### src/rtl/scsa_pkg.sv
// shared types, constants and class tables for the size-class slab allocator
// no dependencies
package scsa_pkg;

	localparam int PAGES          = 64;
	localparam int PAGE_BYTES     = 4096;
	localparam int HEADER_BYTES   = 64;
	localparam int NUM_CLASSES    = 14;
	localparam int SLOTS_MAX      = 256;
	localparam int WORDS_PER_PAGE = (SLOTS_MAX + 63) / 64;
	localparam int USABLE_BYTES   = PAGE_BYTES - HEADER_BYTES;

	localparam int PAGE_W  = 6;
	localparam int WSEL_W  = 2;
	localparam int WADDR_W = PAGE_W + WSEL_W;
	localparam int OFF_W   = 12;
	localparam int CLS_W   = 4;
	localparam int BYTES_W = 11;
	localparam int SLOTS_W = 9;
	localparam int SLOT_W  = 8;
	localparam int SIZE_W  = 32;

	localparam logic [BYTES_W-1:0] MAX_SMALL_RESET = 11'd1056;
	localparam logic [SIZE_W-1:0]  MIN_REQ         = 32'd16;

	typedef enum logic [1:0] {
		ST_OK,
		ST_TOO_LARGE,
		ST_NO_PAGE,
		ST_NOT_OWNED
	} status_t;

	typedef enum logic {
		CMD_ALLOC,
		CMD_FREE
	} cmd_t;

	typedef enum logic [3:0] {
		S_IDLE,
		S_A_RD,
		S_A_CHK,
		S_W_RD,
		S_W_CHK,
		S_CLAIM,
		S_F_META,
		S_F_DIV,
		S_F_RD,
		S_F_CHK,
		S_RES
	} state_t;

	typedef struct packed {
		cmd_t               cmd;
		logic [SIZE_W-1:0]  req_size;
		logic [PAGE_W-1:0]  free_page;
		logic [OFF_W-1:0]   free_offset;
	} req_t;

	typedef struct packed {
		status_t            status;
		logic [PAGE_W-1:0]  page_index;
		logic [OFF_W-1:0]   byte_offset;
		logic [CLS_W-1:0]   size_class;
		logic [BYTES_W-1:0] slot_bytes;
		logic               page_released;
	} res_t;

	typedef struct packed {
		logic [CLS_W-1:0]   cls;
		logic [SLOTS_W-1:0] used;
	} meta_t;

	typedef struct packed {
		logic               start;
		logic [OFF_W-1:0]   dividend;
		logic [BYTES_W-1:0] divisor;
	} div_req_t;

	typedef struct packed {
		logic               done;
		logic [OFF_W-1:0]   quot;
		logic [BYTES_W-1:0] rem;
	} div_rsp_t;

	function automatic logic [BYTES_W-1:0] class_bytes(input logic [CLS_W-1:0] c);
		logic [BYTES_W-1:0] b;
		unique case (c)
			4'd0:    b = 11'd16;
			4'd1:    b = 11'd24;
			4'd2:    b = 11'd32;
			4'd3:    b = 11'd48;
			4'd4:    b = 11'd64;
			4'd5:    b = 11'd96;
			4'd6:    b = 11'd128;
			4'd7:    b = 11'd192;
			4'd8:    b = 11'd256;
			4'd9:    b = 11'd384;
			4'd10:   b = 11'd512;
			4'd11:   b = 11'd768;
			4'd12:   b = 11'd1024;
			4'd13:   b = 11'd1536;
			default: b = '0;
		endcase
		return b;
	endfunction

	function automatic logic [SLOTS_W-1:0] class_slots(input logic [CLS_W-1:0] c);
		int n;
		unique case (c)
			4'd0:    n = USABLE_BYTES / 16;
			4'd1:    n = USABLE_BYTES / 24;
			4'd2:    n = USABLE_BYTES / 32;
			4'd3:    n = USABLE_BYTES / 48;
			4'd4:    n = USABLE_BYTES / 64;
			4'd5:    n = USABLE_BYTES / 96;
			4'd6:    n = USABLE_BYTES / 128;
			4'd7:    n = USABLE_BYTES / 192;
			4'd8:    n = USABLE_BYTES / 256;
			4'd9:    n = USABLE_BYTES / 384;
			4'd10:   n = USABLE_BYTES / 512;
			4'd11:   n = USABLE_BYTES / 768;
			4'd12:   n = USABLE_BYTES / 1024;
			4'd13:   n = USABLE_BYTES / 1536;
			default: n = 0;
		endcase
		if (int'(c) >= NUM_CLASSES || PAGE_BYTES <= HEADER_BYTES)
			n = 0;
		if (n > SLOTS_MAX)
			n = SLOTS_MAX;
		return SLOTS_W'(n);
	endfunction

endpackage

### src/rtl/scsa_div.sv
// restoring divider, one quotient bit per cycle, for slot index of a free
// depends on scsa_pkg
module scsa_div (
	input  logic                clk,
	input  logic                arst_n,
	input  scsa_pkg::div_req_t  ctl,
	output scsa_pkg::div_rsp_t  rsp
);
	import scsa_pkg::*;

	localparam int CNT_W = $clog2(OFF_W);

	logic               busy_q;
	logic               done_q;
	logic [CNT_W-1:0]   cnt_q;
	logic [OFF_W-1:0]   quo_q;
	logic [BYTES_W-1:0] rem_q;
	logic [BYTES_W-1:0] dvs_q;
	logic [BYTES_W:0]   trial;
	logic               fits;

	assign trial = {rem_q, quo_q[OFF_W-1]};
	assign fits  = trial >= {1'b0, dvs_q};

	always_ff @(posedge clk or negedge arst_n) begin
		if (!arst_n) begin
			busy_q <= 1'b0;
			done_q <= 1'b0;
			cnt_q  <= '0;
		end else begin
			done_q <= 1'b0;
			if (ctl.start) begin
				busy_q <= 1'b1;
				cnt_q  <= '0;
			end else if (busy_q) begin
				if (cnt_q == CNT_W'(OFF_W - 1)) begin
					busy_q <= 1'b0;
					done_q <= 1'b1;
				end
				cnt_q <= cnt_q + 1'b1;
			end
		end
	end

	always_ff @(posedge clk) begin
		if (ctl.start) begin
			quo_q <= ctl.dividend;
			rem_q <= '0;
			dvs_q <= ctl.divisor;
		end else if (busy_q) begin
			if (fits) begin
				rem_q <= BYTES_W'(trial - {1'b0, dvs_q});
				quo_q <= {quo_q[OFF_W-2:0], 1'b1};
			end else begin
				rem_q <= trial[BYTES_W-1:0];
				quo_q <= {quo_q[OFF_W-2:0], 1'b0};
			end
		end
	end

	assign rsp.done = done_q;
	assign rsp.quot = quo_q;
	assign rsp.rem  = rem_q;

	a_div_done_after_busy: assert property (@(posedge clk) disable iff (!arst_n)
		done_q |-> $past(busy_q))
		else $error("divider done without a running division");
	a_div_rem_below: assert property (@(posedge clk) disable iff (!arst_n)
		(done_q && dvs_q != '0) |-> (rem_q < dvs_q))
		else $error("divider remainder not below divisor");
	a_div_start_idle: assert property (@(posedge clk) disable iff (!arst_n)
		ctl.start |-> !busy_q)
		else $error("divider restarted while busy");

endmodule

### config.mk
export PLATFORM = sky130hd
export DESIGN_NAME = scsa_div
export DESIGN_NICKNAME = d
export VERILOG_FILES = /design/src/rtl/scsa_pkg.sv /design/src/rtl/scsa_div.sv
export SDC_FILE = /design/constraint.sdc
export NUM_CORES = 1
export LEC_CHECK = 0
export BUFFER_PORTS_ARGS = -buffer_cell sky130_fd_sc_hd__buf_2
export CORE_MARGIN = 10
export CORE_UTILIZATION = 43
export CTS_CLUSTER_SIZE = 24
export DETAILED_ROUTE_END_ITERATION = 8
export GPL_ROUTABILITY_DRIVEN = 0
export HOLD_SLACK_MARGIN = 0.06
export PLACE_DENSITY = 0.65
export SYNTH_ARGS = -nofsm -noshare
export SYNTH_HDL_FRONTEND = slang
export SYNTH_SLANG_ARGS = --single-unit
### constraint.sdc
create_clock -name clk -period 3.7 [get_ports clk]
set_input_delay 0.185 -clock clk [delete_from_list [all_inputs] [get_ports clk]]
set_output_delay 0.185 -clock clk [all_outputs]
set_load 0.01 [all_outputs]
==> results of run 1 <==
==> Yosys cell counts (all sizes together) (2+ instances only) <==
cell type | number | area, um2
a211oi | 11 | 87.6
a21o | 3 | 22.5
a21oi | 7 | 38.8
a31oi | 2 | 12.5
and3 | 3 | 18.8
buf | 3 | 30.0
clkbuf | 7 | 26.3
dfrtp | 6 | 150
dfxtp | 11 | 220
edfxtp | 23 | 691
ha | 12 | 150
inv | 14 | 52.6
mux2 | 12 | 139
mux2i | 9 | 90.1
nand2 | 8 | 30.0
nand3b | 2 | 15.0
nor2 | 21 | 78.8
nor3 | 4 | 20.0
nor3b | 2 | 15.0
o2111ai | 2 | 17.5
o21a | 2 | 15.0
o21ai | 5 | 25.0
o221ai | 2 | 17.5
or2 | 2 | 12.5
or3 | 4 | 25.0
xnor2 | 5 | 43.8
xor2 | 5 | 43.8
==> timing repair <==
action	in CTS	in global routing
gates resized for setup	0	0
setup buffers	0	0
endpoints found under the hold margin	16	0
hold buffers	11	0
==> flip-flops by register name, indices dropped and copies added, names as in the netlist <==
name,flops
dvs_q,11
busy_q,1
quo_q,12
done_q,1
rem_q,11
cnt_q,4
==> worst max path at each step <==
stage                to  slack, ns
4_1_cts        rem_q[0]       1.05
6_report       rem_q[0]       1.08
5_1_grt        rem_q[9]       0.86
3_5_place_dp   rem_q[0]       1.07
3_3_place_gp   rem_q[0]       1.12
2_1_floorplan  rem_q[0]       1.33
==> routing by layer <==
layer  GRT usage, %  routed length (um)  vias up
met3           3.82                 247        7
met1           13.6                2090      733
met2           17.1                2000       38
li1               -                   -      816
met5              0                   0        -
met4           4.31                  71        0
==> power by group through the flow <==
stage | Clock (W) | Sequential, W | Combinational (W)
2_1_floorplan | 0 | 0.000668 | 0.000550
3_3_place_gp | 0 | 0.000642 | 0.000730
3_5_place_dp | 0 | 0.000643 | 0.000732
4_1_cts | 0.000377 | 0.000634 | 0.000745
5_1_grt | 0.000401 | 0.000650 | 0.000835
6_report | 0.000368 | 0.000633 | 0.000736
==> cells by family after synthesis <==
kind of cell | count (synthesis) | share of synthesized area [%]
XOR/XNOR | 10 | 4.05
AND/OR/NAND/NOR | 52 | 12.1
adder cells (fa/ha/maj) | 13 | 7.87
AO/OA/AOI/OAI | 35 | 11.3
buffers and inverters | 24 | 5.03
multiplexers | 21 | 10.6
flip-flops | 40 | 49.1
==> area by class of cell <==
class | count | area (um2)
Tap cell | 67 | 83.8
Timing Repair Buffer | 61 | 363
Inverter | 14 | 52.6
Fill cell | 417 | 2120
Multi-Input combinational cell | 131 | 992
Clock buffer | 5 | 68.8
Sequential cell | 40 | 1060
Clock inverter | 3 | 46.3
==> stage by stage <==
step                      cell area (um2)  util [%]  hold WS [ns]  setup slack (ns)
final                                2670      55.7        0.0854              1.08
after global routing                 2670      55.7        0.0648             0.865
after CTS                            2670      55.7        0.0723              1.05
after detailed placement             2440      51.0        0.0156              1.07
after global placement               2440      51.0        0.0170              1.12
after floorplan                      2160         -        -0.111              1.33
==> flow_summary.json, run 1 <==
{
  "fin_crit_sh_pct": 70.8,
  "async_reset_ff_share_pct": 15.0,
  "p_per_area_nw_per_um2": 651,
  "final_nets": 292,
  "drv_cap": 0,
  "worst_pin_slew_ns": 0.896,
  "dp_hpwl_um": 3220,
  "p_switching_w": 0.000615,
  "power_w": 0.00174,
  "report.final.slew_viol_count": 0,
  "antenna_left": 0,
  "clk_path_buf_depth": 2,
  "slew-limit-headroom_pct": 40.3,
  "numCtsBuffers": 5,
  "h-tree-depth": 2,
  "antenna_cells": 0,
  "rsz0062_at_grt": "no",
  "numPortBuffers": 49,
  "status": "finished clean",
  "internal_power_w": 0.00112,
  "cpLargestDelayFamily": "simple AND/OR/NAND/NOR gates",
  "min_path_cells": 1,
  "avgRoutedWirePerCell_um": 13.8,
  "gr-usage-all-layers_pct": 11.0,
  "vias": 1594,
  "setup_viol": 0,
  "syn-cell-area_um2": 2160,
  "cts_sinks": 40,
  "grt-ovfl-total": 0,
  "hp-class": "input pin to flip-flop",
  "clkPwrFrac_pct": 21.2,
  "end_kind": "flip-flop",
  "crit_fanout": 14,
  "cpPeakStageDelay_ns": 0.43,
  "path_clk_slew_ns": 0.08,
  "synth-seq-cells": 40,
  "crit_cells": 9,
  "first_pass_iters": 4,
  "layout-drive-gt1-share_pct": 29.9,
  "critical_path.cell_chain": "inv_1, ha_1, fa_1, nand2b_2, a21oi_2, o2111ai_1, and3_1, mux2_4, a211oi_2",
  "coreArea_um2": 4790,
  "hold_start": "ctl[0]",
  "ys.flop_type": "edfxtp_1",
  "critPathLaunchType": "flip-flop",
  "clock_skew_ns": 0.0118,
  "totalWireLength_um": 4410,
  "synth_seq_area_share_pct": 49.1,
  "io_pins": 50,
  "max_freq_mhz": 382,
  "layout_commonest_cell": "buf_2",
  "r2r_cells": 9,
  "dp.cells": 302,
  "layout.cells.non_filler": 321,
  "antenna_found_initial": 0,
  "cts_tree": "yes",
  "setup_tns_ns": 0,
  "cts-root-buf": "clkbuf_8",
  "grt_pass1_wl_um": 7560,
  "cp_slowest_cell": "and3_1",
  "dr.first_iter.drc_count": 83,
  "ys_warn_count": 0,
  "path_buf_inv": 1,
  "period_needed_ns": 2.62,
  "p_leak_nw": 1.25,
  "layout-area-overhead-vs-synth_pct": 23.4,
  "ys_types": 40,
  "synthesis.nets": 234,
  "sequentialPowerShare_pct": 36.4,
  "drc": 0,
  "crit_type": "flip-flop to flip-flop",
  "layout_common_cells": "49 x buf_2, 23 x edfxtp_1, 21 x nor2_1",
  "vdd_drop_max_mv": 0.375,
  "rows": 25,
  "die_h_um": 90.9,
  "die-area_um2": 8260,
  "critPathArrivalTime_ns": 2.84,
  "hold_end": "dvs_q[0]",
  "cp.required_ns": 3.92,
  "r2r-end": "rem_q[0]",
  "die_x_um": 90.9,
  "drt-vias-per-instance": 4.97,
  "final_hold_viol_count": 0,
  "ff2ff_setup_slack_ns": 1.08,
  "p_sw_share_pct": 35.4,
  "first_global_vias": 1598,
  "initial_utilization_pct": 45.2,
  "syn_inst": 195,
  "synth_edf_count": 23,
  "grt_max_degree": 47,
  "critPathLaunch": "quo_q[11]",
  "r2r-start": "quo_q[11]",
  "p_comb_share_pct": 42.4,
  "synth_area_per_cell_um2": 11.1,
  "clock_latency_ns": 0.30
}
Note: power is estimated with default switching activity, not from simulation.
==> inputs of run 2 (changes only) <==
==> constraint.sdc (replaced) <==
create_clock -name clk -period 2.6 [get_ports clk]
set_input_delay 0.13 -clock clk [delete_from_list [all_inputs] [get_ports clk]]
set_output_delay 0.13 -clock clk [all_outputs]
set_load 0.01 [all_outputs]
==> run 2 against run 1 <==
Effect of this change: count of clock-buffer cells in the layout unchanged; critical path depth increased by 1; largest power group unchanged; critical endpoint is now rem_q[2]; combinational power increased by 49%; critical path type unchanged; routed wire length increased by 4.1%.
==> flow_summary.json, run 2 (same netlist as run 1, synthesis figures left out) <==
{
  "worst_pin_slew_ns": 0.488,
  "critPathLaunchType": "flip-flop",
  "clock_skew_ns": 0.00789,
  "p_leak_nw": 1.27,
  "cp.required_ns": 2.81,
  "critPathLaunch": "quo_q[11]",
  "largestRegisters": "quo_q: 12 flops, dvs_q: 11 flops, rem_q: 11 flops",
  "status": "finished clean",
  "drv_cap": 0,
  "report.final.slew_viol_count": 0,
  "r2r-start": "quo_q[11]",
  "max_freq_mhz": 418,
  "coreArea_um2": 4790,
  "crit_end": "rem_q[2]",
  "drt-vias-per-instance": 4.91,
  "first_global_vias": 1591,
  "clk_path_buf_depth": 2,
  "layout_common_cells": "49 x buf_2, 23 x edfxtp_1, 21 x nor2_1",
  "h-tree-depth": 2,
  "fill_cells": 420,
  "end_kind": "flip-flop",
  "setup_viol": 0,
  "layout-drive-gt1-share_pct": 31.0,
  "critical_path.cell_chain": "inv_1, ha_1, fa_1, nand2b_2, a21oi_2, o2111ai_1, and3_4, buf_4, mux2i_1, a211oi_1",
  "cts_tree": "yes",
  "grt_max_degree": 25,
  "period_needed_ns": 2.39,
  "die_x_um": 90.9,
  "hp-class": "input pin to flip-flop",
  "first_pass_iters": 4,
  "r2r-end": "rem_q[2]",
  "layout_setup_ws_ns": 0.206,
  "cpPeakStageDelay_ns": 0.39,
  "dp_hpwl_um": 3510,
  "avgRoutedWirePerCell_um": 14.1,
  "fin_area_um2": 2700,
  "r2r_cells": 10,
  "cp_slowest_cell": "fa_1",
  "rsz0062_at_grt": "no",
  "dpl-instance-area_um2": 2460,
  "grt-ovfl-total": 0,
  "numCtsBuffers": 5,
  "ff2ff_setup_slack_ns": 0.21,
  "cts_sinks": 40,
  "vdd_drop_max_mv": 0.446,
  "path_clk_slew_ns": 0.08,
  "dp_slack_ns": 0.0380,
  "layout-area-overhead-vs-synth_pct": 24.9,
  "fin_crit_sh_pct": 92.1,
  "die_h_um": 90.9,
  "dr.first_iter.drc_count": 107,
  "critPathArrivalTime_ns": 2.60,
  "crit_type": "flip-flop to flip-flop",
  "antenna_found_initial": 0,
  "p_per_area_nw_per_um2": 930,
  "io_pins": 50,
  "rows": 25,
  "largest_register": "quo_q",
  "vias": 1596,
  "slew-limit-headroom_pct": 67.4,
  "drc": 0,
  "initial_utilization_pct": 45.2,
  "gr-usage-all-layers_pct": 11.2,
  "antenna_cells": 0,
  "cts-root-buf": "clkbuf_8",
  "largest_reg_flops": 12,
  "layout_commonest_cell": "buf_2",
  "grt_pass1_wl_um": 7770,
  "numPortBuffers": 49,
  "totalWireLength_um": 4590,
  "die-area_um2": 8260,
  "clock_latency_ns": 0.29,
  "final_nets": 296,
  "setup_tns_ns": 0,
  "antenna_left": 0,
  "crit_fanout": 11,
  "final_hold_viol_count": 0
}
## run 2: cell type report
type / instances / area [um2] / area share (%)
Clock buffer: 5 / 68.8 / 2.55
Clock inverter: 3 / 42.5 / 1.57
Inverter: 14 / 52.6 / 1.95
Multi-Input combinational cell: 131 / 997 / 36.9
Sequential cell: 40 / 1060 / 39.3
Tap cell: 67 / 83.8 / 3.10
Timing Repair Buffer: 65 / 395 / 14.6
## run 2: how the worst min path moves through the flow
stage                     startpoint        to  slack [ns]  cells after the start
after floorplan               arst_n    busy_q       -0.17                      0
after global placement        arst_n  cnt_q[2]       -0.04                      1
after detailed placement      arst_n  cnt_q[2]       -0.04                      1
after CTS                    ctl[13]  quo_q[2]        0.13                      2
after global routing         ctl[18]  quo_q[7]        0.12                      2
final                        ctl[13]  quo_q[2]        0.13                      2
## run 2: repair_timing
item	in CTS	in global routing
endpoints found under the setup margin	0	8
resized for setup	0	2
setup buffers	0	0
hold buffers	12	0
endpoints found under the hold margin	17	0
## run 2: stage by stage
stage | utilization [%] | cells | power [W] | hold slack, ns
finish | 56.4 | 325 | 0.00251 | 0.135
global route | 56.4 | 325 | 0.00270 | 0.121
CTS | 56.3 | 325 | 0.00252 | 0.127
detailed placement | 51.5 | 305 | 0.00200 | -0.0374
global placement | 51.5 | 305 | 0.00199 | -0.0353
floorplan | - | 195 | 0.00173 | -0.166
## run 2: layer usage
metal  vias to the layer above  global-route usage (%)  wire length [um]
met2                        32                    17.5              2090
met3                         5                    3.24               195
met5                         -                       0                 0
li1                        827                       -                 -
met1                       732                    14.6              2260
met4                         0                    3.66                59
## run 2: power by group
group	internal, W	switching (W)
logic	0.000540	0.000562
registers	0.000804	0.000104
clock network	0.000284	0.000220
total	0.00163	0.000885
## run 2: worst max-delay path: cells and delay by family, from the launching register on
| kind | cells | cell delay [ns] |
|---|---|---|
| AOI/OAI and AO/OA | 3 | 0.54 |
| muxes | 1 | 0.12 |
| buffers and inverters | 2 | 0.23 |
| DFF | 1 | 0.35 |
| adders and majority gates | 2 | 0.61 |
| and+or+nand+nor | 2 | 0.47 |
